$ cat src/rtl/core/gmkc_pkg.sv
// shared constants, codes and control types of the maze carver
package gmkc_pkg;

    localparam int GRID_SIDE      = 31;
    localparam int COORD_W        = 5;
    localparam int HALF_W         = COORD_W - 1;
    localparam int SUM_W          = COORD_W + 1;
    localparam int CELLS_PER_SIDE = (GRID_SIDE + 1) / 2;
    localparam int CELL_COUNT     = CELLS_PER_SIDE * CELLS_PER_SIDE;
    localparam int CELL_AW        = 2 * HALF_W;
    localparam int CELL_DEPTH     = 2 ** CELL_AW;
    localparam int WALL_AW        = CELL_AW + 1;
    localparam int WALL_DEPTH     = 2 ** WALL_AW;

    localparam logic [CELL_AW-1:0] MERGE_TARGET = CELL_AW'(CELL_COUNT - 1);

    localparam logic OP_CARVE = 1'b0;
    localparam logic OP_READ  = 1'b1;

    localparam logic [1:0] DIR_ROW_PLUS  = 2'd0;
    localparam logic [1:0] DIR_COL_PLUS  = 2'd1;
    localparam logic [1:0] DIR_ROW_MINUS = 2'd2;
    localparam logic [1:0] DIR_COL_MINUS = 2'd3;

    // wall address type bit: odd-row walls sit between vertically adjacent cells
    localparam logic WALL_HORIZ = 1'b0;
    localparam logic WALL_VERT  = 1'b1;

    typedef enum logic [2:0] {
        ST_CARVED        = 3'd0,
        ST_OUT_OF_BOUNDS = 3'd1,
        ST_WALL_OPEN     = 3'd2,
        ST_SAME_GROUP    = 3'd3,
        ST_NOT_CELL      = 3'd4
    } status_t;

    typedef enum logic [2:0] {
        S_CLEAR,
        S_IDLE,
        S_LOOKUP,
        S_CHECK,
        S_SWEEP,
        S_COMMIT,
        S_RESULT
    } state_t;

    typedef struct packed {
        logic take;
        logic clear_step;
        logic lookup;
        logic check;
        logic sweep_step;
        logic commit;
        logic load_out;
    } ctrl_cmd_t;

    typedef struct packed {
        logic clear_done;
        logic carve_ok;
        logic sweep_done;
    } dp_sts_t;

endpackage

$ cat src/rtl/core/gmkc_ctrl.sv
// controller state machine: clearing pass, item sequencing and result handshake
module gmkc_ctrl (
    input  logic                 clk,
    input  logic                 rst_n,
    input  logic                 item_valid,
    output logic                 item_stall,
    output logic                 result_valid,
    input  logic                 result_stall,
    input  gmkc_pkg::dp_sts_t    sts,
    output gmkc_pkg::ctrl_cmd_t  cmd
);
    import gmkc_pkg::*;

    state_t state_reg;
    state_t state_next;
    logic   result_valid_reg;
    logic   result_valid_next;

    always_ff @(posedge clk or negedge rst_n)
    begin
        if (!rst_n)
        begin
            state_reg        <= S_CLEAR;
            result_valid_reg <= 1'b0;
        end
        else
        begin
            state_reg        <= state_next;
            result_valid_reg <= result_valid_next;
        end
    end

    always_comb
    begin
        state_next = state_reg;
        cmd        = '0;
        case (state_reg)
            S_CLEAR:
            begin
                cmd.clear_step = 1'b1;
                if (sts.clear_done)
                    state_next = S_IDLE;
            end
            S_IDLE:
            begin
                if (item_valid)
                begin
                    cmd.take   = 1'b1;
                    state_next = S_LOOKUP;
                end
            end
            S_LOOKUP:
            begin
                cmd.lookup = 1'b1;
                state_next = S_CHECK;
            end
            S_CHECK:
            begin
                cmd.check  = 1'b1;
                state_next = sts.carve_ok ? S_SWEEP : S_RESULT;
            end
            S_SWEEP:
            begin
                cmd.sweep_step = 1'b1;
                if (sts.sweep_done)
                    state_next = S_COMMIT;
            end
            S_COMMIT:
            begin
                cmd.commit = 1'b1;
                state_next = S_RESULT;
            end
            S_RESULT:
            begin
                // output register frees up when empty or taken this edge
                if (!result_valid_reg || !result_stall)
                begin
                    cmd.load_out = 1'b1;
                    state_next   = S_IDLE;
                end
            end
            default:
            begin
                state_next = S_IDLE;
            end
        endcase
    end

    always_comb
    begin
        if (cmd.load_out)
            result_valid_next = 1'b1;
        else if (!result_stall)
            result_valid_next = 1'b0;
        else
            result_valid_next = result_valid_reg;
    end

    assign item_stall   = (state_reg != S_IDLE);
    assign result_valid = result_valid_reg;

endmodule

$ cat config.mk
export PLATFORM = sky130hd
export DESIGN_NAME = gmkc_ctrl
export DESIGN_NICKNAME = d
export VERILOG_FILES = /design/src/rtl/core/gmkc_pkg.sv /design/src/rtl/core/gmkc_ctrl.sv
export SDC_FILE = /design/constraint.sdc
export NUM_CORES = 1
export LEC_CHECK = 0
export ABC_AREA = 1
export ABC_CLOCK_PERIOD_IN_PS = 1960
export CAP_MARGIN = 5
export CORE_AREA = 4 4 41 43
export CTS_BUF_LIST = sky130_fd_sc_hd__clkbuf_4 sky130_fd_sc_hd__clkbuf_8 sky130_fd_sc_hd__clkbuf_16
export CTS_CLUSTER_SIZE = 24
export DETAILED_ROUTE_END_ITERATION = 8
export DIE_AREA = 0 0 45 47
export DONT_BUFFER_PORTS = 1
export RECOVER_POWER = 100
export SLEW_MARGIN = 20
export SYNTH_ARGS = -nofsm -noshare
export SYNTH_HDL_FRONTEND = slang
export SYNTH_SLANG_ARGS = --single-unit
$ cat constraint.sdc
create_clock -name clk -period 1.96 [get_ports clk]
set_clock_uncertainty 0.15 [all_clocks]
set_input_delay 0.392 -clock clk [delete_from_list [all_inputs] [get_ports clk]]
set_output_delay 0.392 -clock clk [all_outputs]
set_load 0.01 [all_outputs]
# After elaboration in Yosys (flattened, before gate mapping)
# Cells that the tools add are included.
word_totals:
  latchBits: 0
  reg_bits: 4
  ram_bits: 0
  mem_bits_ro: 0
  input_bits: 7
  mem_count: 0
  word_cells: 36
op_classes:
  magnitude_cmp: 0
  reduce_logical: 5
  shift: 0
  mul: 0
  mux: 17
  div_mod_pow: 0
  add_sub_neg: 0
  bitwise_logic: 0
  eq_ne: 12
op_table:
  columns: ["cell", "n"]
  rows:
  - ["$pmux W3 S7", 1]
  - ["$mux W3", 4]
  - ["$mux W1", 11]
  - ["$eq A3 B3 Y1 const B", 3]
  - ["$ne A2 B2 Y1 const B", 4]
  - ["$eq A3 B2 Y1 const B", 2]
  - ["$reduce_and A4 Y1", 1]
  - ["$eq A3 B1 Y1 const B", 1]
  - ["$logic_not A3 Y1", 1]
  - ["$ne A3 B1 Y1 const B", 1]
  - ["$logic_not A1 Y1", 2]
  - ["$mux W2", 1]
  - ["$ne A2 B1 Y1 const B", 1]
  - ["$logic_or A1 B1 Y1", 1]

# Logic depth before layout (Yosys ltp)
logic_depth:
  ltp_word: 5
  mapped_depth: 8
  ltp_nobuf: 7

# Least setup slack after synthesis
# OpenSTA, ideal clock, no wires.
synth_timing:
  path_kind: "register -> output"
  start: "register state_reg[0]"
  end: "output cmd[6] in the netlist's numbering"
  required_ns: 1.418
  n_path_buf: 1
  path_slack_ns: 0.509
  arrival_time_ns: 0.909
  path_stages_with_launch: 6
  cell_sequence: "dfrtp_1 -> buf_4 -> inv_1 -> nor2_1 -> nand2_1 -> nor2_1"
synth_lines:
  columns: ["item", "line_no", "source"]
  rows:
  - ["start: declaration", "gmkc_ctrl.sv:14", "state_t state_reg;"]
  - ["start signal: assignment", "gmkc_ctrl.sv:28", "state_reg <= state_next;"]
  - ["end: declaration", "gmkc_ctrl.sv:10", "output gmkc_pkg::ctrl_cmd_t cmd"]

==> flow_metrics.tcl <==
set metrics [dict create \
    drive_gt1_share_pct 5.88 \
    p_sw_share_pct 49.9 \
    power.internal_mw 0.262 \
    portBuffers 0 \
    synth_top_cell_by_area "dfrtp_1" \
    clock_sinks 4 \
    async_flop_share_pct 100 \
    cts_buffers 3 \
    grt_util_met2_pct 8.47 \
    antenna_found_initial 0 \
    die_y_microns 47 \
    antenna_left 0 \
    power-per-cell-area_mw_per_mm2 1610 \
    gr-usage-met3_pct 1.53 \
    busiest_layer "met1" \
    pwr-share-clk_pct 18.1 \
    die-area_sq_mm 0.00212 \
    synth_edf_count 0 \
    cts_tree "done" \
    worstMarginPinSlew_ns 0.482 \
    synth_adder_area_share_pct 0 \
    synth.most_common_cell "nand2_1" \
    multi_input_area_sq_um 140 \
    synthCells 49 \
    fill_cells 161 \
    synthXorXnorAreaFrac_pct 0 \
    first_pass_iters 4 \
    worstSkewPairLatency_ns 0.22 \
    required_ns 1.42 \
    status "completed" \
    finalSetupViolCount 0 \
    yosysSeqAreaShare_pct 34.3 \
    antennaDiodeCount 0 \
    dr_total_vias 285 \
    switchingPower_mw 0.262 \
    ys_seq_elements 4 \
    synth_compound_area_share_pct 1.72 \
    hold_class "in -> reg" \
    synthTopCellsByArea "dfrtp_1, nand2_1, inv_1" \
    critPathMaxFanout 8 \
    rows 13 \
    period_share_pct 92.3 \
    synthTopCellsByCount "nand2_1, inv_1, nor2_1" \
    place.gp.congestion 0.805 \
    place_ws_ns 0.395 \
    wl_per_cell_microns 9.42 \
    ctsRootBufferMaster "clkbuf_4" \
    clk_pin_slew_worst_paths_ns 0.03 \
    grt_overflow_total 0 \
    cp-start-kind "register" \
    grt_max_degree 9 \
    synth_mux_area_share_pct 0 \
    yosysUniqueCellTypes 10 \
    power_frac_seq_pct 35.0 \
    nets 60 \
    ys.flop_type "dfrtp_1" \
    yosys.area_share.simple_pct 47.2 \
    syn2layout_area_growth_pct 11.6 \
    period_needed_ns 1.81 \
    worst_setup_path_end_kind "output pin" \
    setup_tns_ns 0 \
    leakagePower_nw 0.204 \
    synth_top_cell_area_share_pct 34.3 \
    grt.total_usage_pct 6.66 \
    fmax_ghz 0.553 \
    pwr-share-comb_pct 46.9 \
    viasPerCell 4.32 \
    synth_top_family_by_area "simple AND/OR/NAND/NOR gates" \
    totalWireLength_microns 622 \
    slew_headroom_pct 67.6 \
    die_width_microns 45 \
    cts_resized 0 \
    cap_violations 0 \
    holdWs_ns 0.162 \
    fp.coreArea_sq_mm 0.00130 \
    largest_reg_flops 3 \
    ys_warn_count 0 \
    ctsHtreeMaxLevel 1 \
    grtUsageMet1_pct 9.40 \
    register_area_sq_um 100 \
    clockBufferDepth 2 \
    grt_pass1_wl_mm 1.01 \
    synth_fp_nets 56 \
    hold_viol 0 \
    ir_drop_uv 481 \
    path_class "reg -> out" \
    io_pins 16 \
    post_cts_buffers 0 \
    rsz0062_at_grt "no" \
    syn_area_sq_um 292 \
    dp_hpwl_microns 533 \
    drcViolationCount 0 \
    initial_core_util_pct 22.4 \
    syn_area_per_cell_sq_um 5.95 \
    slew_viol_final 0 \
    fin_ws_ns 0.150 \
    crit_arrival_ns 1.27 \
    grt_pass1_vias 267 \
    drt-initial-drc-count 6 \
]
## layer usage
layer / vias up / part of all wire [%]
met1: 124 / 49
met4: 0 / 0
met3: 0 / 5.6
li1: 153 / -
met2: 8 / 45
met5: - / 0
## layout make-up
class	count	area share, %
Clock buffer	3	6.92
Sequential cell	4	30.8
Timing Repair Buffer	1	3.08
Multi-Input combinational cell	34	43.1
Inverter	9	10.4
Tap cell	15	5.77
## worst max-delay path: stages, from the launching register on
cell	delay (ns)
dfrtp_1	0.47
inv_1	0.06
nor2_1	0.16
nand2_1	0.14
nor2_1	0.20
## final timing paths
| check | startpoint | end | slack, ns | cells after the start |
|---|---|---|---|---|
| max | state_reg[0] | cmd[6] | 0.15 | 4 |
| min | result_stall | result_valid | 0.16 | 2 |
| max reg2reg | state_reg[1] | state_reg[1] | 0.53 | 6 |
| min reg2reg | result_valid | result_valid | 0.41 | 2 |
| max in group asynchronous | rst_n | state_reg[0] | 1.21 | 1 |
| min in group asynchronous | rst_n | result_valid | 0.29 | 1 |
## stage by stage
step	instance area (sq um)	total power, mW	std cells	utilization (%)
detailed placement	295	0.435	62	22.7
floorplan	292	0.402	49	-
global route	325	0.587	66	25.0
finish	325	0.524	66	25.0
CTS	328	0.537	66	25.2
global placement	295	0.431	62	22.7
## layout by cell type (no fill, tap or decap)
| cell | instances |
|---|---|
| o21ai_0 | 1 |
| nand3b_1 | 1 |
| dlygate4sd3_1 | 1 |
| nor3_1 | 3 |
| nand2_1 | 17 |
| clkbuf_4 | 3 |
| nand3_1 | 3 |
| inv_1 | 9 |
| nor2_1 | 9 |
| dfrtp_1 | 4 |
## cells by family (layout without fill, tap and decap cells)
logic type,Yosys count,in the layout
DFF,4,4
and+or+nand+nor,33,33
buffers and inverters,11,13
AOI/OAI and AO/OA,1,1
## what timing repair did
item | CTS | global route
endpoints found under the hold margin | 4 | 0
setup endpoints to repair | 0 | 0
hold buffers | 1 | 0
## power by group through the flow
stage / combinational, mW / clock, mW / sequential, mW
after CTS: 0.256 / 0.0994 / 0.181
after global placement: 0.252 / 0 / 0.179
after floorplan: 0.250 / 0 / 0.152
after global routing: 0.287 / 0.108 / 0.192
after detailed placement: 0.252 / 0 / 0.183
final: 0.246 / 0.0950 / 0.184
No activity file was read; power rests on OpenSTA's default activity.
